File: src/gaussian_log_likelihood_accumulator_unit_defines.svh
// ---------------------------------------------------------------------------
// Assertion macros for the log-likelihood accumulator
// Shared property wrappers, sampled on clock and disabled in reset.
// ---------------------------------------------------------------------------
`ifndef GAUSSIAN_LOG_LIKELIHOOD_ACCUMULATOR_UNIT_DEFINES_SVH
`define GAUSSIAN_LOG_LIKELIHOOD_ACCUMULATOR_UNIT_DEFINES_SVH

// same-cycle implication
`define GLLA_ASSERT_NOW(label, ante, cons, msg) \
   label: assert property (@(posedge clock) disable iff (reset) (ante) |-> (cons)) \
      else $error(msg);

// next-cycle implication
`define GLLA_ASSERT_NEXT(label, ante, cons, msg) \
   label: assert property (@(posedge clock) disable iff (reset) (ante) |=> (cons)) \
      else $error(msg);

`endif

File: src/glla_pkg.sv
// ---------------------------------------------------------------------------
// glla_pkg
// Widths, constants and shared types of the log-likelihood accumulator.
// ---------------------------------------------------------------------------
`default_nettype none

package glla_pkg;

   localparam int unsigned OBS_W      = 32;
   localparam int unsigned EXP_W      = 32;
   localparam int unsigned GAIN_W     = 20;
   localparam int unsigned PROD_W     = GAIN_W + EXP_W;     // gain * expected
   localparam int unsigned SUM_W      = 64;
   localparam int unsigned REQ_DATA_W = 88;                 // 84 bits, byte padded
   localparam int unsigned LOG_FRAC   = 24;                 // log2 fraction bits
   localparam logic [31:0] LN2_Q32    = 32'd2977044472;     // ln2 in 0.32

   localparam logic signed [SUM_W-1:0] SUM_MAX = {1'b0, {(SUM_W-1){1'b1}}};
   localparam logic signed [SUM_W-1:0] SUM_MIN = {1'b1, {(SUM_W-1){1'b0}}};

   typedef logic [PROD_W-1:0] prod_type;

   typedef struct packed {
      logic              sat;    // quotient reached 2^63
      logic [SUM_W-2:0]  quot;   // quotient, low 63 bits
   } div_result_type;

endpackage

`default_nettype wire

File: src/glla_log.sv
// ---------------------------------------------------------------------------
// glla_log
// Half natural log of a product: bit-serial normalize, 24 squaring steps.
// ---------------------------------------------------------------------------
`default_nettype none

module glla_log #(
   parameter int FRAC_BITS = 16
) (
   input  wire logic                           clock,
   input  wire logic                           reset,
   input  wire logic                           start,
   input  wire glla_pkg::prod_type             prod,
   output logic                                done,
   output logic signed [glla_pkg::SUM_W-1:0]   half_ln
);
   import glla_pkg::*;

   localparam int SH = LOG_FRAC + 33 - FRAC_BITS;
   localparam int CW = $clog2(LOG_FRAC);
   localparam logic signed [31:0] TWO_F = 32'(2 * FRAC_BITS) <<< LOG_FRAC;

   typedef enum logic [2:0] {
      LG_IDLE, LG_NORM, LG_SQUARE, LG_SCALE, LG_MULT, LG_ROUND
   } lg_state_type;

   lg_state_type      state_ff, state_in;
   logic [63:0]       norm_ff, norm_in;
   logic [5:0]        msb_ff, msb_in;
   logic [31:0]       x_ff, x_in;
   logic [LOG_FRAC-1:0] frac_ff, frac_in;
   logic [CW-1:0]     cnt_ff, cnt_in;
   logic              neg_ff, neg_in;
   logic [30:0]       mag_ff, mag_in;
   logic [62:0]       prod_ff, prod_in;
   logic signed [SUM_W-1:0] hl_ff, hl_in;
   logic              done_ff, done_in;

   logic [63:0]       sq;
   logic signed [31:0] l_val;
   logic [63:0]       rnd;
   logic [63:0]       r_val;

   always_comb begin
      sq    = 64'(x_ff) * 64'(x_ff);
      l_val = $signed({2'b00, msb_ff, frac_ff}) - TWO_F;
      rnd   = 64'(prod_ff) + (64'd1 << (SH - 1));
      r_val = rnd >> SH;

      state_in = state_ff;
      norm_in  = norm_ff;
      msb_in   = msb_ff;
      x_in     = x_ff;
      frac_in  = frac_ff;
      cnt_in   = cnt_ff;
      neg_in   = neg_ff;
      mag_in   = mag_ff;
      prod_in  = prod_ff;
      hl_in    = hl_ff;
      done_in  = done_ff;

      unique case (state_ff)
         LG_IDLE: begin
            if (start) begin
               norm_in  = {{(64-PROD_W){1'b0}}, prod};
               msb_in   = 6'd63;
               done_in  = 1'b0;
               state_in = LG_NORM;
            end
         end
         LG_NORM: begin
            // shift left until the leading one reaches the top
            if (norm_ff[63]) begin
               x_in     = norm_ff[63:32];
               frac_in  = '0;
               cnt_in   = '0;
               state_in = LG_SQUARE;
            end else begin
               norm_in = {norm_ff[62:0], 1'b0};
               msb_in  = msb_ff - 6'd1;
            end
         end
         LG_SQUARE: begin
            frac_in = {frac_ff[LOG_FRAC-2:0], sq[63]};
            x_in    = sq[63] ? sq[63:32] : sq[62:31];
            cnt_in  = cnt_ff + CW'(1);
            if (cnt_ff == CW'(LOG_FRAC - 1)) state_in = LG_SCALE;
         end
         LG_SCALE: begin
            neg_in   = l_val[31];
            mag_in   = l_val[31] ? 31'(-l_val) : 31'(l_val);
            state_in = LG_MULT;
         end
         LG_MULT: begin
            prod_in  = 63'(mag_ff) * 63'(LN2_Q32);
            state_in = LG_ROUND;
         end
         LG_ROUND: begin
            hl_in    = neg_ff ? -$signed(r_val) : $signed(r_val);
            done_in  = 1'b1;
            state_in = LG_IDLE;
         end
         default: state_in = LG_IDLE;
      endcase
   end

   always_ff @(posedge clock) begin
      if (reset) begin
         state_ff <= LG_IDLE;
         done_ff  <= 1'b0;
      end else begin
         state_ff <= state_in;
         done_ff  <= done_in;
      end
      norm_ff <= norm_in;
      msb_ff  <= msb_in;
      x_ff    <= x_in;
      frac_ff <= frac_in;
      cnt_ff  <= cnt_in;
      neg_ff  <= neg_in;
      mag_ff  <= mag_in;
      prod_ff <= prod_in;
      hl_ff   <= hl_in;
   end

   assign done    = done_ff;
   assign half_ln = hl_ff;

endmodule

`default_nettype wire

File: config.mk
export PLATFORM = sky130hd
export DESIGN_NAME = glla_log
export DESIGN_NICKNAME = d
export VERILOG_FILES = /design/src/gaussian_log_likelihood_accumulator_unit_defines.svh /design/src/glla_pkg.sv /design/src/glla_log.sv
export SDC_FILE = /design/constraint.sdc
export NUM_CORES = 2
export LEC_CHECK = 0
export CAP_MARGIN = 20
export CELL_PAD_IN_SITES_DETAIL_PLACEMENT = 0
export CELL_PAD_IN_SITES_GLOBAL_PLACEMENT = 2
export CORE_ASPECT_RATIO = 0.7
export CORE_UTILIZATION = 40
export DETAILED_ROUTE_END_ITERATION = 12
export DONT_BUFFER_PORTS = 1
export GPL_TIMING_DRIVEN = 0
export HOLD_SLACK_MARGIN = 0.12
export PLACE_DENSITY = 0.9
export SYNTH_ARGS = -nofsm -noshare
export SYNTH_HDL_FRONTEND = slang
export SYNTH_SLANG_ARGS = --single-unit
File: constraint.sdc
create_clock -name clock -period 8.5 [get_ports clock]
set_input_delay 0.85 -clock clock [delete_from_list [all_inputs] [get_ports clock]]
set_output_delay 0.85 -clock clock [all_outputs]
set_load 0.01 [all_outputs]
### Yosys cells after proc, flatten, opt, wreduce, memory -nomap -nowiden

Cells that the tools add are included.

| storage, ports and cells | value |
|---|---|
| input port bits | 55 |
| bits in registers | 291 |
| output and inout port bits | 65 |
| logic and storage cells | 61 |

| cells by class | value |
|---|---|
| $mul | 2 |
| equal/unequal tests | 10 |
| reductions and logical operators | 9 |
| mux-type cells | 21 |
| add/sub/neg operators | 6 |

Operator list:

| operator | number |
|---|---|
| $mux 64 | 2 |
| $pmux 64 s2 | 1 |
| $add 63x41->64 const B | 1 |
| $mul 32x32->64 | 1 |
| $mux 32 | 2 |
| $neg 23->64 | 1 |
| $pmux 32 s2 | 1 |
| $mul 31x29->60 const B | 1 |
| $pmux 24 s2 | 1 |
| $mux 31 | 1 |
| $neg 31->31 | 1 |
| $sub 30x30->31 const B | 1 |
| $mux 24 | 1 |
| $mux 23 | 1 |
| $pmux 3 s5 | 1 |
| $mux 6 | 2 |
| $pmux 6 s2 | 1 |
| $pmux 5 s2 | 1 |
| $mux 3 | 3 |
| $ne 2x2->1 const B | 4 |
| $eq 3x2->1 const B | 2 |
| $eq 3x3->1 const B | 2 |
| $reduce_and 2->1 | 3 |
| $reduce_and 3->1 | 2 |
| 9 further kinds | 11 |

### Logic depth before layout (Yosys ltp)

| logic depth | value |
|---|---|
| word-level depth | 3 |
| mapped depth | 31 |
| depth with buffers taken out | 28 |

### Least setup slack after synthesis

Ideal clock, no wire load.

| timing path | value |
|---|---|
| path type | register to register |
| from | reg x_ff[2] |
| to | reg x_ff[30] (data pin) |
| setup slack | 0.652 ns |
| clock period less this slack | 7.848 ns |
| setup time | 0.256 ns |
| path buffers | 3 |
| cell stages (with the launch flop) | 28 |
| data arrival time | 7.592 ns |
| required time | 8.244 ns |
| cell sequence | edfxtp_1 -> clkbuf_1 -> buf_1 -> nand2_1 -> fa_1 -> inv_1 -> fa_1 -> fa_1 -> inv_1 -> fa_1 -> inv_1 -> fa_1 -> fa_1 -> fa_1 -> fa_1 -> ha_1 -> nand3_1 -> nor3_2 -> and4_1 -> o41ai_4 -> a2111oi_4 -> o21ai_1 -> mux2i_2 -> nor2_2 -> buf_6 -> nor4b_2 -> a21oi_1 -> a22o_1 |

| on the way | value |
|---|---|
| cells in the longest elaborated chain, start to end | 3 |

Ends and longest elaborated chain:

| item | line | text |
|---|---|---|
| start, declared | glla_log.sv:30 | `logic [31:0] x_ff, x_in;` |
| start signal, assigned | glla_log.sv:117 | `x_ff <= x_in;` |
| $mul 32x32->64 | glla_log.sv:45 | `sq = 64'(x_ff) * 64'(x_ff);` |
| $mux 32 | glla_log.sv:85 | `x_in = sq[63] ? sq[63:32] : sq[62:31];` |
| $pmux 32 s2 | glla_log.sv:62 | `unique case (state_ff)` |
| via x_in[30] | glla_log.sv:30 |  |

The timed path passes the listed nets, and every way through them passes these cells.
A chain may end at the register's enable or synchronous reset.

### Final worst setup path

| timing path | value |
|---|---|
| from | reg x_ff[19] |
| to | reg x_ff[27] (data pin) |

The elaborated chain is that of the path after synthesis.

==> impl_metrics.tcl <==
set metrics [dict create \
    whs_ns 0.361 \
    drt-total-wl_mm 176 \
    rows 113 \
    ys_async_sr_fraction_pct 0 \
    dr.pass1.iters 6 \
    die_y_um 311 \
    syn-num-nets 7385 \
    grt_overflow_total 0 \
    wl_per_cell_um 23.2 \
    slew_viol_final 0 \
    slowest_stage "fa_1" \
    io_pins 120 \
    yosys.area.top_type "fa_1" \
    outcome "finished, violations left" \
    gr-usage-all-layers_pct 25.5 \
    critical_path.top_delay_family "adder cells" \
    multi_input_area_um2 41900 \
    root_buffer "clkbuf_16" \
    seq_area_frac_synth_pct 12.8 \
    cts_max_path_buffers 3 \
    synth_edf_count 231 \
    finalSetupViolations 1 \
    cts_tree "built" \
    crit_required_ns 8.77 \
    drt-vias-per-instance 5.15 \
    hold_end "state_ff[0]$_SDFFE_PP0P_" \
    fin_nets 7613 \
    synth_seq_cells 235 \
    syn_avg_cell_area_um2 9.84 \
    drtIter0Drc 3484 \
    htree_num_levels 1 \
    cts.sinks 235 \
    grt_pass1_wl_mm 261 \
    clk_latency_ns 0.56 \
    gp_congestion 1.02 \
    crit_top_cell "fa_1" \
    path_cells "buf_8 > buf_8 > and2_1 > fa_1 > inv_1 > fa_1 > fa_1 > fa_1 > inv_1 > fa_1 > fa_1 > fa_1 > fa_1 > ha_4 > nand4_1 > or4_4 > a211oi_4 > nor3_4 > a311oi_4 > o22ai_2 > xnor2_2 > mux2i_2 > o21ai_2" \
    nFillCells 13100 \
    path_clk_slew_ns 0.07 \
    ys.flop_type "edfxtp_1" \
    reg2reg_to "x_ff[27]$_DFFE_PP_" \
    num_vias 39200 \
    fin_crit_ns 8.53 \
    final_hold_viol_count 0 \
    fin_util_pct 45.4 \
    area_delta_synth_final_pct 12.6 \
    rsz0062_at_grt "yes" \
    ff_latch_area_um2 7020 \
    tightest_slew_ns 0.897 \
    max_freq_mhz 117 \
    hp-start "reset" \
    cts_buffers 28 \
    port_buffers 0 \
    syn_inst 5558 \
    dpl_cell_area_um2 57300 \
    fin_skew_ns 0.0136 \
    start_util_pct 40.3 \
    worstSetupPathType "reg -> reg" \
    ys_top_cells_by_area "fa_1 (42%), ha_1 (14%), edfxtp_1 (13%)" \
    drive_gt1_share_pct 10.2 \
    chipWidth_um 444 \
    die_area_um2 138000 \
    drc_errors 0 \
    regToRegSetupSlack_ns -0.03 \
    finalSetupTns_ns -0.0349 \
    crit_buf_inv 4 \
    worst_r2r_startpoint "x_ff[19]$_DFFE_PP_" \
    cp-start-kind "flop" \
    violations "negative setup slack" \
    yosys_warnings 0 \
    core_area_um2 136000 \
    holdPathStages 1 \
    grt_max_degree 39 \
    hp-class "in -> reg" \
    antenna_left 0 \
    reg2reg_depth 23 \
    end_kind "flop" \
    fin_area_um2 61600 \
    maxCapViolations 0 \
    synth_cell_types 85 \
    netlist_area_um2 54700 \
    critPathMaxFanout 10 \
    holdBufCountCts 0 \
    layout_setup_ws_ns -0.0349 \
    hpwlAfterDp_mm 147 \
    fin_crit_sh_pct 100 \
    first_global_vias 40300 \
    max_slew_margin_pct 40.2 \
    arrival_ns 8.80 \
    cp_slowest_stage_delay_ns 0.62 \
    synth_top_area_share_pct 41.8 \
    antenna_found_initial 39 \
]
==> repair_timing <==
action,4_1_cts,5_1_grt
resized for setup,293,249
gates cloned,0,3
setup buffers,117,70
pin swaps,24,79
endpoints found under the setup margin,38,41
endpoints found under the hold margin,0,0
==> synth_stat cells (26+ instances only) <==
library cell and instances:
a21o_1 50, a21oi_1 116, and2_1 253, and3_1 26
clkbuf_1 160, edfxtp_1 231, fa_1 1141, ha_1 631
inv_1 1574, mux2i_1 26, nand2_1 477, nand3_1 42
nand4_1 29, nor2_1 136, nor3_1 32, o21a_1 38
o21ai_0 143, xnor2_1 95, xor2_1 78
==> worst register-to-register path, cell delays in order (launching register included) <==
cell,delay [ns]
edfxtp_1,0.52
buf_8,0.22
buf_8,0.16
and2_1,0.20
fa_1,0.54
inv_1,0.05
fa_1,0.47
fa_1,0.56
fa_1,0.53
inv_1,0.06
fa_1,0.62
fa_1,0.46
fa_1,0.58
fa_1,0.49
ha_4,0.36
nand4_1,0.19
or4_4,0.58
a211oi_4,0.44
nor3_4,0.15
a311oi_4,0.38
o22ai_2,0.13
xnor2_2,0.19
mux2i_2,0.23
o21ai_2,0.13
==> cell usage in the layout (no fill, tap or decap), types with 22 or more instances in the layout <==
cell,n
a21o_1,50
a21oi_1,105
and2_1,238
and3_1,26
buf_12,27
buf_4,202
buf_6,24
clkbuf_1,64
clkbuf_16,42
edfxtp_1,231
fa_1,1112
fa_2,29
ha_1,606
inv_1,1558
mux2i_1,22
nand2_1,454
nand3_1,40
nand4_1,29
nor2_1,126
nor3_1,28
o21a_1,37
o21ai_0,127
xnor2_1,93
xor2_1,78
==> final cells by class <==
cell class	count	share of cell area [%]
diodes	16	0.0650
plain buffers	177	2.53
multi-input cells	3555	67.9
clock buffers	40	1.31
flip-flops and latches	235	11.4
clock inverters	12	0.278
repair buffers	213	3.22
inverters	1576	9.65
well taps	1782	3.62
==> per-layer routing <==
metal  global-route usage [%]  vias up  routed length (µm)
li1                         -    17300                   -
met1                     40.3    20100               83500
met2                     35.2     1531               70700
met3                     6.01      202               18200
met4                     4.75       10                3680
met5                        0        -                  63
==> metrics by stage <==
stage	instances	worst slack, ns
2_1_floorplan	5558	0.652
3_3_place_gp	7340	-3.13
3_5_place_dp	7362	-2.99
4_1_cts	7521	-0.0106
5_1_grt	7603	-0.144
6_report	7606	-0.0349
==> kinds of logic (layout without fill, tap and decap cells) <==
kind of cell	count (synthesis)	count (layout)	share of synthesized area, %
AO/OA/AOI/OAI	503	503	5.87
buffers and inverters	1768	2018	12.3
adder cells (fa/ha/maj)	1772	1772	56.2
flip-flops	235	235	12.8
other	1	17	0.00685
AND/OR/NAND/NOR	1075	1075	9.45
multiplexers	31	31	0.583
XOR/XNOR	173	173	2.77
==> sequential cells by signal, summed over array words and instances, names as in the netlist <==
signal,cells
frac_ff,24
norm_ff,64
mag_ff,31
done,1
x_ff,32
half_ln,45
state_ff,3
msb_ff,6
prod_ff,23
cnt_ff,5
neg_ff,1
==> worst max path at each step <==
stage	start	to	slack, ns	depth (start not counted)
4_1_cts	x_ff[24]$_DFFE_PP_	x_ff[27]$_DFFE_PP_	-0.01	22
3_3_place_gp	x_ff[15]$_DFFE_PP_	x_ff[27]$_DFFE_PP_	-3.13	29
3_5_place_dp	x_ff[5]$_DFFE_PP_	x_ff[27]$_DFFE_PP_	-2.99	29
6_report	x_ff[19]$_DFFE_PP_	x_ff[27]$_DFFE_PP_	-0.03	23
5_1_grt	x_ff[21]$_DFFE_PP_	x_ff[27]$_DFFE_PP_	-0.14	27
2_1_floorplan	x_ff[2]$_DFFE_PP_	x_ff[30]$_DFFE_PP_	0.65	27
Power is not shown: default switching activity piles up to over one toggle a cycle in this logic, so the estimate is an artifact.
