## config.mk

```make
export PLATFORM = sky130hd
export DESIGN_NAME = glla_div
export DESIGN_NICKNAME = d
export VERILOG_FILES = /design/src/gaussian_log_likelihood_accumulator_unit_defines.svh /design/src/glla_pkg.sv /design/src/glla_div.sv
export SDC_FILE = /design/constraint.sdc
export NUM_CORES = 1
export LEC_CHECK = 0
export BUFFER_PORTS_ARGS = -buffer_cell sky130_fd_sc_hd__buf_2
export CAP_MARGIN = 20
export CORE_ASPECT_RATIO = 0.9
export CORE_MARGIN = 4
export CORE_UTILIZATION = 63
export CTS_CLUSTER_DIAMETER = 40
export DETAILED_ROUTE_END_ITERATION = 6
export GPL_ROUTABILITY_DRIVEN = 0
export GPL_TIMING_DRIVEN = 0
export PLACE_DENSITY = 0.9
export SLEW_MARGIN = 20
export SYNTH_ARGS = -nofsm -noshare
export SYNTH_HDL_FRONTEND = slang
export SYNTH_SLANG_ARGS = --single-unit
export TNS_END_PERCENT = 50
```

## constraint.sdc

```tcl
create_clock -name clock -period 8.55 [get_ports clock]
set_input_delay 1.2825 -clock clock [delete_from_list [all_inputs] [get_ports clock]]
set_output_delay 1.2825 -clock clock [all_outputs]
set_load 0.01 [all_outputs]
```

## src/gaussian_log_likelihood_accumulator_unit_defines.svh

```systemverilog
// ---------------------------------------------------------------------------
// Assertion macros for the log-likelihood accumulator
// Shared property wrappers, sampled on clock and disabled in reset.
// ---------------------------------------------------------------------------
`ifndef GAUSSIAN_LOG_LIKELIHOOD_ACCUMULATOR_UNIT_DEFINES_SVH
`define GAUSSIAN_LOG_LIKELIHOOD_ACCUMULATOR_UNIT_DEFINES_SVH

// same-cycle implication
`define GLLA_ASSERT_NOW(label, ante, cons, msg) \
   label: assert property (@(posedge clock) disable iff (reset) (ante) |-> (cons)) \
      else $error(msg);

// next-cycle implication
`define GLLA_ASSERT_NEXT(label, ante, cons, msg) \
   label: assert property (@(posedge clock) disable iff (reset) (ante) |=> (cons)) \
      else $error(msg);

`endif

```

## src/glla_pkg.sv

```systemverilog
// ---------------------------------------------------------------------------
// glla_pkg
// Widths, constants and shared types of the log-likelihood accumulator.
// ---------------------------------------------------------------------------
`default_nettype none

package glla_pkg;

   localparam int unsigned OBS_W      = 32;
   localparam int unsigned EXP_W      = 32;
   localparam int unsigned GAIN_W     = 20;
   localparam int unsigned PROD_W     = GAIN_W + EXP_W;     // gain * expected
   localparam int unsigned SUM_W      = 64;
   localparam int unsigned REQ_DATA_W = 88;                 // 84 bits, byte padded
   localparam int unsigned LOG_FRAC   = 24;                 // log2 fraction bits
   localparam logic [31:0] LN2_Q32    = 32'd2977044472;     // ln2 in 0.32

   localparam logic signed [SUM_W-1:0] SUM_MAX = {1'b0, {(SUM_W-1){1'b1}}};
   localparam logic signed [SUM_W-1:0] SUM_MIN = {1'b1, {(SUM_W-1){1'b0}}};

   typedef logic [PROD_W-1:0] prod_type;

   typedef struct packed {
      logic              sat;    // quotient reached 2^63
      logic [SUM_W-2:0]  quot;   // quotient, low 63 bits
   } div_result_type;

endpackage

`default_nettype wire

```

## src/glla_div.sv

```systemverilog
// ---------------------------------------------------------------------------
// glla_div
// Restoring divider, one quotient bit per cycle, for the quadratic term.
// ---------------------------------------------------------------------------
`default_nettype none

module glla_div #(
   parameter int FRAC_BITS = 16
) (
   input  wire logic                      clock,
   input  wire logic                      reset,
   input  wire logic                      start,
   input  wire logic [glla_pkg::SUM_W-1:0] dividend,
   input  wire glla_pkg::prod_type        divisor,
   output logic                           done,
   output glla_pkg::div_result_type       result
);
   import glla_pkg::*;

   localparam int DW = SUM_W + FRAC_BITS - 1;
   localparam int CW = $clog2(DW);

   typedef enum logic {DV_IDLE, DV_RUN} dv_state_type;

   dv_state_type     state_ff, state_in;
   logic [DW-1:0]    dvd_ff, dvd_in;
   prod_type         dsr_ff, dsr_in;
   prod_type         rem_ff, rem_in;
   logic [SUM_W-1:0] quot_ff, quot_in;
   logic             ovf_ff, ovf_in;
   logic [CW-1:0]    cnt_ff, cnt_in;
   logic             done_ff, done_in;

   logic [PROD_W:0]  trial;
   logic             fits;

   always_comb begin
      trial = {rem_ff, dvd_ff[DW-1]};
      fits  = trial >= {1'b0, dsr_ff};

      state_in = state_ff;
      dvd_in   = dvd_ff;
      dsr_in   = dsr_ff;
      rem_in   = rem_ff;
      quot_in  = quot_ff;
      ovf_in   = ovf_ff;
      cnt_in   = cnt_ff;
      done_in  = done_ff;

      unique case (state_ff)
         DV_IDLE: begin
            if (start) begin
               dvd_in   = {dividend, {(FRAC_BITS-1){1'b0}}};
               dsr_in   = divisor;
               rem_in   = '0;
               quot_in  = '0;
               ovf_in   = 1'b0;
               cnt_in   = '0;
               done_in  = 1'b0;
               state_in = DV_RUN;
            end
         end
         DV_RUN: begin
            rem_in  = fits ? PROD_W'(trial - {1'b0, dsr_ff}) : trial[PROD_W-1:0];
            dvd_in  = {dvd_ff[DW-2:0], 1'b0};
            quot_in = {quot_ff[SUM_W-2:0], fits};
            // keep any quotient bit pushed past the top
            ovf_in  = ovf_ff | quot_ff[SUM_W-1];
            cnt_in  = cnt_ff + CW'(1);
            if (cnt_ff == CW'(DW - 1)) begin
               done_in  = 1'b1;
               state_in = DV_IDLE;
            end
         end
         default: state_in = DV_IDLE;
      endcase
   end

   always_ff @(posedge clock) begin
      if (reset) begin
         state_ff <= DV_IDLE;
         done_ff  <= 1'b0;
      end else begin
         state_ff <= state_in;
         done_ff  <= done_in;
      end
      dvd_ff  <= dvd_in;
      dsr_ff  <= dsr_in;
      rem_ff  <= rem_in;
      quot_ff <= quot_in;
      ovf_ff  <= ovf_in;
      cnt_ff  <= cnt_in;
   end

   assign done        = done_ff;
   assign result.sat  = ovf_ff | quot_ff[SUM_W-1];
   assign result.quot = quot_ff[SUM_W-2:0];

endmodule

`default_nettype wire

```

**Word level (Yosys, flattened, before mapping)**

Cells that the tools add are included.

- Register bits after elaboration: 257
- Output and inout port bits: 65
- Logic and storage cells: 34

- Add/sub/neg operators: 2
- Order comparisons: 1
- Reductions and logical operators: 2
- Bitwise operators: 2
- Multiplexer cells: 16
- Equality and inequality tests: 3

Operator list:

| kind | count |
|---|---|
| 79-bit one-hot mux with 2 select lines | 1 |
| 64-bit one-hot mux with 2 select lines | 1 |
| 52-bit two-way mux | 2 |
| 52-bit one-hot mux with 2 select lines | 1 |
| 79-bit two-way mux | 1 |
| 64-bit two-way mux | 1 |
| 53-bit by 52-bit >= comparator with 1-bit output | 1 |
| 52-bit subtractor | 1 |
| 7-bit one-hot mux with 2 select lines | 1 |
| 7-bit by 1-bit adder with 7-bit output, second input constant | 1 |
| 7-bit == test, second input constant | 1 |
| 7-bit two-way mux | 1 |
| 1-bit one-hot mux with 2 select lines | 3 |
| 1-bit two-way mux | 4 |
| 2-bit AND reduction | 2 |
| 2-bit by 1-bit != test with 1-bit output, second input constant | 1 |
| 2-bit != test, second input constant | 1 |
| 1-bit inverter | 1 |
| 1-bit OR | 1 |

**Logic depth before layout (Yosys ltp)**

Gate-level depths: netlist of the first run.

- Word-level depth: 3
- Depth in mapped cells: 14

**Worst setup path after synthesis of the first run**

No wires, ideal clock.

- Path type: input to register
- Start point: in start
- End point: reg cnt_ff[0] (enable)
- Data arrival time: 4,971 ps
- Slack: 3,039 ps
- Buffers on the path: 0
- Stages on the path: 2
- Library setup time: 540 ps
- Cell sequence: nor2_1 -> inv_1

- Word-level cells in the longest chain between the ends: 1

Ends and longest elaborated chain:

| element | line | text |
|---|---|---|
| start: declaration | glla_div.sv:12 | `input wire logic start,` |
| 2-bit != test (no source line) | - |  |
| end signal: assignment | glla_div.sv:92 | `cnt_ff <= cnt_in;` |
| end: declaration | glla_div.sv:31 | `logic [CW-1:0] cnt_ff, cnt_in;` |

Every way passes these cells.
A chain may end at the register's enable or synchronous reset.

**Final worst setup path of the first run**

- Start point: reg rem_ff[26]
- End point: reg rem_ff[48], data pin

- Word-level cells in the longest chain between the ends: 3
- Elaborated cells between the ends (all ways): 4
- Classes of those cells: 1 x add/sub; 1 x order compare; 2 x mux

Ends and longest elaborated chain:

| element | line | text |
|---|---|---|
| start: declaration | glla_div.sv:28 | `prod_type rem_ff, rem_in;` |
| start signal: assignment | glla_div.sv:89 | `rem_ff <= rem_in;` |
| 52-bit subtractor / 53-bit by 52-bit >= comparator with 1-bit output (equally long branches) | glla_div.sv:64, glla_div.sv:39 |  |
| 52-bit two-way mux (*) | glla_div.sv:64 | `rem_in = fits ? PROD_W'(trial - {1'b0, dsr_ff}) : trial[PROD_W-1:0];` |
| 52-bit one-hot mux with 2 select lines (*) | glla_div.sv:50 | `unique case (state_ff)` |

Every way passes the cells marked *; elsewhere a longest branch is shown, timed or not.

==> impl_metrics.json, run 1 <==
{
  "grt-ovfl-total": 0,
  "port-buffer-count": 183,
  "drt.antenna.violating_nets": 0,
  "max-cap-violations": 0,
  "core-area_sq_um": 20290,
  "path_max_fanout": 10,
  "synth_seq_cells": 242,
  "cp_top_family": "simple AND/OR/NAND/NOR gates",
  "grt_pass1_vias": 9397,
  "max_stage_delay_ps": 550,
  "worstPathCellList": "ha_1 -> nand2_2 -> nor4_2 -> inv_1 -> or4_1 -> o21ai_2 -> a31oi_1 -> o31ai_1 -> buf_4 -> buf_4 -> mux2i_1 -> nor2_1",
  "placement_rows": 49,
  "boundaryPins": 184,
  "hold_violations": 0,
  "synth-edff-count": 240,
  "postCtsSetupBuffers": 0,
  "drv_slew": 0,
  "status": "finished clean",
  "synth.top_cell.area_share_pct": 54.51,
  "synthTopCellsByArea": "edfxtp_1, mux2_2, ha_1, buf_4, and2_1",
  "firstDrtPassIters": 5,
  "start_util_pct": 65.15,
  "period_minus_slack_ps": 3916,
  "final_util_pct": 77.40,
  "total_power_mw": 3.777,
  "cts_made_buffers": 34,
  "placed_area_sq_um": 14610,
  "cp.required_ps": 8780,
  "crit_type": "register to register",
  "drt_iter0_drc": 860,
  "grt_pass1_wl_um": 48110,
  "cp.arrival_ps": 4150,
  "grt_max_degree": 85,
  "track_usage_pct": 25.17,
  "dp_hpwl_um": 20800,
  "dieWidth_um": 160.7,
  "post_cts_resized": 0,
  "routed_wl_um": 30020,
  "syn_avg_cell_area_sq_um": 11.74,
  "nets": 1523,
  "fin_skew_ps": 22.53,
  "final_common_cell": "edfxtp_1",
  "antenna_found_initial": 6,
  "layout-drive-gt1-share_pct": 28.95,
  "htree_levels": 2,
  "dieHeight_um": 145.4,
  "period_share_pct": 45.80,
  "cts.sinks": 242,
  "max-slew-margin-rel_pct": 33.78,
  "syn2layout_area_growth_pct": 18.81,
  "synth_ff_type": "edfxtp_1",
  "final_area_sq_um": 15710,
  "instances_no_fill": 1658,
  "clock_path_buffers": 3,
  "hold_buffers": 0,
  "synth_nets": 1300,
  "start_kind": "register",
  "viasPerCell": 5.742,
  "dp.cells": 1593,
  "synth.yosys.seq_area_share_pct": 54.82,
  "design.die.area_sq_um": 23370,
  "p_leak_nw": 6.631,
  "hp-class": "register to register",
  "clk_transition_reported_paths_ps": 60,
  "synthesis.area_sq_um": 13220,
  "cp-end-kind": "register",
  "via_count": 9521,
  "most-common-layout-cells": "edfxtp_1, buf_2, nor2_1",
  "synth_cell_types": 65,
  "finalSetupViolCount": 0,
  "rsz0062_at_grt": "no",
  "cp_slowest_cell": "or4_1",
  "yosysTopAreaCell": "edfxtp_1",
  "yosys_warnings": 0,
  "cts-root-buf": "clkbuf_16",
  "vdd_drop_max_mv": 0.2140,
  "synth-async-reset-ratio_pct": 0,
  "drc": 0,
  "worst-path-buf-inv": 3,
  "syn_inst": 1126,
  "tightest_slew_ps": 980.4,
  "max_freq_mhz": 255.4,
  "final.setup.tns_ps": 0,
  "drt-wirelength-per-cell_um": 18.11,
  "clock_latency_ps": 520,
  "power_density_nw_per_um2": 240.5,
  "cts_tree": "done",
  "cp_common_cell": "buf_4"
}
## synth_stat cells (3+ instances only)
| library cell | number |
|---|---|
| a2111oi_0 | 3 |
| a211o_1 | 4 |
| a211oi_1 | 7 |
| a211oi_2 | 9 |
| a21boi_0 | 3 |
| a21o_1 | 11 |
| a21oi_1 | 69 |
| a31oi_1 | 5 |
| and2_1 | 73 |
| and3_1 | 10 |
| buf_4 | 65 |
| buf_6 | 4 |
| clkbuf_1 | 37 |
| edfxtp_1 | 240 |
| ha_1 | 54 |
| inv_1 | 65 |
| mux2_2 | 65 |
| mux2i_1 | 35 |
| nand2_1 | 64 |
| nand2b_1 | 4 |
| nand3_1 | 12 |
| nand3b_1 | 3 |
| nand4_1 | 17 |
| nor2_1 | 84 |
| nor2b_1 | 10 |
| nor3_1 | 8 |
| o2111ai_1 | 5 |
| o211ai_1 | 3 |
| o21a_1 | 6 |
| o21ai_0 | 34 |
| o21ai_1 | 9 |
| o21bai_1 | 7 |
| o221ai_1 | 3 |
| o22ai_1 | 6 |
| or3_1 | 7 |
| xnor2_1 | 36 |
| xor2_1 | 14 |
## metal layers
| layer | up-vias | part of all wire [%] | GRT usage, % |
|---|---|---|---|
| li1 | 4470 | - | - |
| met1 | 4506 | 41 | 34.48 |
| met2 | 469 | 48 | 40.27 |
| met3 | 72 | 8.5 | 5.919 |
| met4 | 4 | 2.3 | 7.932 |
| met5 | - | 0.090 | 0 |
## logic make-up (layout without fill, tap and decap cells)
kind of cell / count (synthesis) / in the layout / synth area share (%)
buffers and inverters: 176 / 425 / 7.089
flip-flops: 242 / 242 / 54.82
XOR/XNOR: 50 / 50 / 3.313
AO/OA/AOI/OAI: 201 / 201 / 9.862
other: 0 / 3 / 0
multiplexers: 100 / 100 / 8.187
adder cells (fa/ha/maj): 55 / 55 / 5.262
AND/OR/NAND/NOR: 302 / 302 / 11.47
## layout make-up
class,instances,area (sq um)
Antenna cell,3,7.507
Timing Repair Buffer,187,1026
Clock buffer,37,862.1
Buffer,109,685.7
Tap cell,280,350.3
Sequential cell,242,7247
Inverter,67,259.0
Multi-Input combinational cell,708,5044
Fill cell,1271,4587
Clock inverter,25,225.2
## worst register-to-register path: stages (launching register included)
cell and delay (ps):
edfxtp_1 420, ha_1 410, nand2_2 130, nor4_2 430, inv_1 120, or4_1 550
o21ai_2 290, a31oi_1 230, o31ai_1 290, buf_4 230, buf_4 270, mux2i_1 240
nor2_1 60
## flip-flops by register name, indices dropped and copies added (netlist names)
register / flops
cnt_ff: 7
dsr_ff: 52
state_ff: 1
dvd_ff: 64
rem_ff: 52
quot_ff: 64
done: 1
ovf_ff: 1
## worst paths after layout
check | slack [ps] | from | to | depth (start not counted)
worst max-delay path | 4630 | rem_ff[26] | rem_ff[48] | 12
worst min-delay path | 540 | dvd_ff[74] | dvd_ff[75] | 1
worst max register to register | 4630 | rem_ff[26] | rem_ff[48] | 12
worst min register to register | 540 | dvd_ff[74] | dvd_ff[75] | 1
## metrics by stage
| step | setup slack [ps] | hold WS (ps) |
|---|---|---|
| floorplan | 3039 | 523.2 |
| global placement | 1420 | 524.5 |
| detailed placement | 4785 | 533.1 |
| CTS | 4750 | 540.4 |
| global route | 4485 | 562.6 |
| finish | 4634 | 538.6 |
## report_power, final
group | switching [mW] | total (mW) | internal, mW
Sequential | 0.0579 | 1.51 | 1.46
Clock | 0.534 | 1.34 | 0.804
Combinational | 0.532 | 0.924 | 0.392
Total | 1.12 | 3.78 | 2.65
(Power assumes the default switching activity.)
==> inputs of run 2 (changes only) <==
--- a/config.mk
+++ b/config.mk
@@ -9,12 +9,12 @@
 export CAP_MARGIN = 20
 export CORE_ASPECT_RATIO = 0.9
 export CORE_MARGIN = 4
-export CORE_UTILIZATION = 63
+export CORE_UTILIZATION = 53
 export CTS_CLUSTER_DIAMETER = 40
 export DETAILED_ROUTE_END_ITERATION = 6
 export GPL_ROUTABILITY_DRIVEN = 0
 export GPL_TIMING_DRIVEN = 0
-export PLACE_DENSITY = 0.9
+export PLACE_DENSITY = 0.81
 export SLEW_MARGIN = 20
 export SYNTH_ARGS = -nofsm -noshare
 export SYNTH_HDL_FRONTEND = slang
==> constraint.sdc (replaced) <==
create_clock -name clock -period 3.15 [get_ports clock]
set_input_delay 0.4725 -clock clock [delete_from_list [all_inputs] [get_ports clock]]
set_output_delay 0.4725 -clock clock [all_outputs]
set_load 0.01 [all_outputs]
==> impl_metrics.json, run 2 (synthesized netlist as in run 1, its figures left out) <==
{
  "cts_made_buffers": 34,
  "grt_max_degree": 34,
  "power_density_nw_per_um2": 656.8,
  "period_minus_slack_ps": 3327,
  "cts-root-buf": "clkbuf_16",
  "r2r_cells": 13,
  "nFillCells": 1739,
  "start_util_pct": 54.20,
  "status": "finished, violations left",
  "track_usage_pct": 21.83,
  "instances_no_fill": 1746,
  "cts_tree": "done",
  "rsz0062_at_grt": "yes",
  "total_power_mw": 11.06,
  "crit_type": "register to register",
  "cp-end-kind": "register",
  "routed_wl_um": 31360,
  "drc": 1,
  "dieWidth_um": 174.5,
  "grt_pass1_wl_um": 48980,
  "dp_hpwl_um": 21310,
  "boundaryPins": 184,
  "whs_path_depth": 1,
  "viasPerCell": 5.529,
  "grt_pass1_vias": 9777,
  "placement_rows": 54,
  "pre_cts_slack_ps": -607.9,
  "design.die.area_sq_um": 27540,
  "clock_latency_ps": 520,
  "via_count": 9653,
  "hold_slack_ps": 128.6,
  "max-cap-violations": 0,
  "most-common-layout-cells": "edfxtp_1, buf_2, buf_4",
  "layout-drive-gt1-share_pct": 35.68,
  "violations": "DRC, setup timing",
  "cp.arrival_ps": 3580,
  "tightest_slew_ps": 795.7,
  "dp.cells": 1654,
  "grt-ovfl-total": 0,
  "port-buffer-count": 183,
  "path_max_fanout": 9,
  "clock_path_buffers": 3,
  "htree_levels": 2,
  "vdd_drop_max_mv": 0.5473,
  "core-area_sq_um": 24390,
  "drt_iter0_drc": 873,
  "nets": 1557,
  "drt-wirelength-per-cell_um": 17.96,
  "final_area_sq_um": 16840,
  "reg.largest.list": "dvd_ff x64, quot_ff x64",
  "period_share_pct": 105.6,
  "firstDrtPassIters": 7,
  "max_freq_mhz": 300.6,
  "hp-class": "input port to register",
  "start_kind": "register",
  "final_common_cell": "edfxtp_1",
  "placed_area_sq_um": 14830,
  "hold_violations": 0,
  "antenna_found_initial": 6,
  "clk_transition_reported_paths_ps": 60,
  "cp.required_ps": 3400,
  "syn2layout_area_growth_pct": 27.40,
  "max-slew-margin-rel_pct": 46.96,
  "timing.final.ws_setup_ps": -176.7,
  "fin_skew_ps": 30.08,
  "finalSetupViolCount": 52,
  "dieHeight_um": 157.8,
  "drt.antenna.violating_nets": 0,
  "drv_slew": 0,
  "hold_buffers": 0,
  "p_leak_nw": 7.014,
  "cts.sinks": 242
}
## run 2: cell count changes in the layout (fill, tap and decap cells not counted), sizes merged
cell    before  now
clkinv      12    9
buf        259  300
bufinv       2    5
inv         73   70
clkbuf      74   68
## run 2: worst max-delay path, stage by stage (launching register included)
cell       delay (ps)
edfxtp_1          410
ha_1              300
clkbuf_1          340
nand4b_1          240
or3_1             400
nor3_1            350
a2111oi_4         150
o31ai_2            90
buf_4             180
buf_12            110
buf_12            110
buf_16            120
mux2i_2           200
nor2_1             50
## run 2: repair_timing
| item | in CTS | in global routing |
|---|---|---|
| buffers inserted | 26 | 8 |
| resized for setup | 73 | 37 |
| endpoints found under the setup margin | 53 | 53 |
| pin swaps | 24 | 14 |
| cloned | 4 | 0 |
## run 2: final timing paths
kind | from | end | slack [ps]
setup reg to reg | rem_ff[48] | rem_ff[33] | -180
setup / recovery | rem_ff[48] | rem_ff[33] | -180
hold reg to reg | dvd_ff[67] | dvd_ff[68] | 550
hold / removal | divisor[44] | dsr_ff[44] | 130
## run 2: power breakdown
| part | switching, mW | leakage, nW | total [mW] | internal, mW |
|---|---|---|---|---|
| Combinational | 1.64 | 3.98 | 3.10 | 1.45 |
| Sequential | 0.162 | 2.49 | 4.12 | 3.95 |
| Clock | 1.44 | 0.547 | 3.85 | 2.41 |
## run 2: per-stage QoR
step	util, %	setup TNS, ps
global route	69.05	-12740
global placement	59.86	-497460
CTS	68.42	-3413
floorplan	-	-147980
detailed placement	60.78	-27130
finish	69.05	-5208
## run 2: layout make-up
| cell class | instances | area, sq um | area share, % |
|---|---|---|---|
| antenna | 3 | 7.507 | 0.04457 |
| buffer | 101 | 737.0 | 4.376 |
| clock buffer | 38 | 865.8 | 5.141 |
| clock inverter | 22 | 276.5 | 1.642 |
| inverter | 67 | 255.2 | 1.515 |
| multi-input combinational | 708 | 5497 | 32.64 |
| sequential | 242 | 7248 | 43.04 |
| tap | 336 | 420.4 | 2.496 |
| timing repair buffer | 229 | 1535 | 9.115 |
## run 2: routing by layer
| layer | GRT usage [%] | share of wire (%) | vias up |
|---|---|---|---|
| met2 | 35.49 | 47 | 383 |
| met1 | 27.85 | 41 | 4638 |
| met4 | 7.953 | 2.8 | 6 |
| met5 | 0 | 0.089 | - |
| met3 | 6.853 | 8.5 | 80 |
| li1 | - | - | 4546 |
==> inputs of run 3 (changes only) <==
--- a/config.mk
+++ b/config.mk
@@ -5,16 +5,17 @@
 export SDC_FILE = /design/constraint.sdc
 export NUM_CORES = 1
 export LEC_CHECK = 0
+export ABC_AREA = 1
 export BUFFER_PORTS_ARGS = -buffer_cell sky130_fd_sc_hd__buf_2
 export CAP_MARGIN = 20
 export CORE_ASPECT_RATIO = 0.9
 export CORE_MARGIN = 4
-export CORE_UTILIZATION = 53
+export CORE_UTILIZATION = 54
 export CTS_CLUSTER_DIAMETER = 40
 export DETAILED_ROUTE_END_ITERATION = 6
 export GPL_ROUTABILITY_DRIVEN = 0
 export GPL_TIMING_DRIVEN = 0
-export PLACE_DENSITY = 0.81
+export PLACE_DENSITY = 0.82
 export SLEW_MARGIN = 20
 export SYNTH_ARGS = -nofsm -noshare
 export SYNTH_HDL_FRONTEND = slang
==> impl_metrics.json, run 3 <==
{
  "viasPerCell": 5.086,
  "clock_path_buffers": 3,
  "yosys_warnings": 0,
  "synthTopCellsByArea": "edfxtp_1, nand2_1, inv_1, ha_1, nor2_1",
  "postCtsSetupBuffers": 0,
  "nFillCells": 2260,
  "grt_pass1_vias": 12580,
  "yosysMostFrequentCell": "nand2_1",
  "rsz0062_at_grt": "no",
  "start_kind": "register",
  "cts.sinks": 242,
  "boundaryPins": 184,
  "power_density_nw_per_um2": 641.9,
  "final_util_pct": 65.09,
  "hp-class": "input port to register",
  "crit_end": "rem_ff[45]",
  "path_max_fanout": 10,
  "core-area_sq_um": 27240,
  "cts_made_buffers": 35,
  "max-cap-violations": 0,
  "synth-edff-count": 240,
  "layout-drive-gt1-share_pct": 16.18,
  "vdd_drop_max_mv": 0.5146,
  "synth_ff_type": "edfxtp_1",
  "drt_iter0_drc": 1379,
  "worstPathCellList": "ha_1 -> nand2_1 -> inv_2 -> nand2_1 -> nor2_2 -> nand2_1 -> nor2_1 -> nand2_1 -> nand3_2 -> nor2_4 -> nand2_8 -> buf_6 -> nand3_1 -> nand2_1 -> inv_1",
  "synth_cell_types": 36,
  "via_count": 13060,
  "cp-end-kind": "register",
  "yosysTopAreaCell": "edfxtp_1",
  "antenna_found_initial": 4,
  "design.die.area_sq_um": 30590,
  "firstDrtPassIters": 7,
  "synth_nets": 2136,
  "port-buffer-count": 183,
  "tightest_slew_ps": 722.7,
  "cp_slowest_cell": "ha_1",
  "dp_hpwl_um": 28620,
  "r2r_cells": 15,
  "fin_skew_ps": 22.56,
  "synthesis.area_sq_um": 15040,
  "final_common_cell": "nand2_1",
  "syn2layout_area_growth_pct": 17.89,
  "period_minus_slack_ps": 2778,
  "hold_buffers": 0,
  "p_leak_nw": 9.785,
  "crit_type": "register to register",
  "reg.largest.list": "dvd_ff x64, quot_ff x64",
  "max_stage_delay_ps": 480,
  "r2r_setup_slack_ps": 370,
  "grt-ovfl-total": 0,
  "critPathLaunch": "rem_ff[32]",
  "track_usage_pct": 24.61,
  "grt_max_degree": 37,
  "dieWidth_um": 183.9,
  "cp.arrival_ps": 3060,
  "start_util_pct": 55.21,
  "cp.required_ps": 3430,
  "cts-root-buf": "clkbuf_16",
  "n_antenna_cell": 0,
  "period_share_pct": 88.18,
  "status": "finished clean",
  "whs_path_depth": 1,
  "grt_pass1_wl_um": 61580,
  "finalSetupViolCount": 0,
  "final.setup.tns_ps": 0,
  "seqCellArea_sq_um": 7247,
  "max_freq_mhz": 360.0,
  "cts_tree": "done",
  "rr_startpoint": "rem_ff[32]",
  "synth_common_cells": "nand2_1, inv_1, edfxtp_1",
  "drt.antenna.violating_nets": 0,
  "cp_common_cell": "nand2_1",
  "drv_slew": 0,
  "routed_wl_um": 37940,
  "dieHeight_um": 166.3,
  "most-common-layout-cells": "nand2_1, inv_1, edfxtp_1",
  "hold_violations": 0,
  "placement_rows": 57,
  "syn_avg_cell_area_sq_um": 7.666,
  "drc": 0,
  "clock_latency_ps": 520,
  "syn_inst": 1962,
  "htree_levels": 2,
  "drt-wirelength-per-cell_um": 14.78,
  "synth_seq_cells": 242,
  "synth.top_cell.area_share_pct": 47.92,
  "nets": 2362,
  "rr_endpoint": "rem_ff[45]",
  "post_cts_resized": 0,
  "synth.yosys.seq_area_share_pct": 48.18,
  "clk_transition_reported_paths_ps": 60,
  "synth-async-reset-ratio_pct": 0,
  "max-slew-margin-rel_pct": 51.82,
  "multi_input_area_sq_um": 5583
}
==> run 3: cell types whose count changed in the layout (fill, tap and decap cells not counted), sizes merged, moves of 11 or more <==
cell	change
mux2i	-35
nand2	+716
buf	-38
and2	-70
xnor2	-34
nor2	+78
xor2	+11
a211oi	-16
nand3	+54
mux2	-65
a21oi	-30
inv	+342
==> run 3: layout make-up <==
class	count	share of cell area, %
flip-flops and latches	242	40.87
multi-input cells	1212	31.48
inverters	407	8.637
repair buffers	189	5.842
clock buffers	37	4.982
plain buffers	101	4.008
well taps	354	2.498
clock inverters	25	1.679
==> run 3: worst min path at each step <==
stage / endpoint / startpoint / slack [ps]
5_1_grt: dsr_ff[50] / divisor[50] / 110
3_3_place_gp: done / done / 440
4_1_cts: dsr_ff[0] / divisor[0] / 110
6_report: dsr_ff[50] / divisor[50] / 120
3_5_place_dp: done / done / 470
2_1_floorplan: done / done / 480
==> run 3: critical path: cells and delay by family, from the launching register on <==
kind / cells / cell delay [ps]
adders and majority gates: 1 / 480
buffers and inverters: 3 / 280
DFF: 1 / 470
and+or+nand+nor: 11 / 1300
==> run 3: metal layers <==
layer / up-vias / track usage (%) / wire length [um]
li1: 6386 / - / -
met1: 5916 / 33.34 / 15530
met2: 631 / 39.19 / 17050
met3: 116 / 6.461 / 4171
met4: 8 / 7.232 / 1131
met5: - / 0 / 48
==> run 3: where the power goes <==
part | switching [mW] | internal [mW]
Combinational | 2.14 | 1.13
Sequential | 0.170 | 4.00
Clock | 1.52 | 2.41
==> run 3: per-stage QoR <==
step	cells	cell area [sq um]	power [mW]	worst slack (ps)	hold WS (ps)
4_1_cts	2567	17730	11.37	487.9	114.5
3_5_place_dp	2505	16550	7.388	525.1	471.7
3_3_place_gp	2499	16430	7.288	-1978	444.3
6_report	2567	17730	11.38	372.5	123.7
2_1_floorplan	1962	15070	6.477	-715.4	481.4
5_1_grt	2567	17730	12.00	193.6	114.6
==> run 3: logic make-up after synthesis <==
logic type | after synthesis | synth area share, %
DFF | 242 | 48.18
AOI/OAI and AO/OA | 83 | 2.887
adders and majority gates | 55 | 4.625
and+or+nand+nor | 1047 | 27.98
xor gates and xnor gates | 27 | 1.572
buffers and inverters | 508 | 14.75
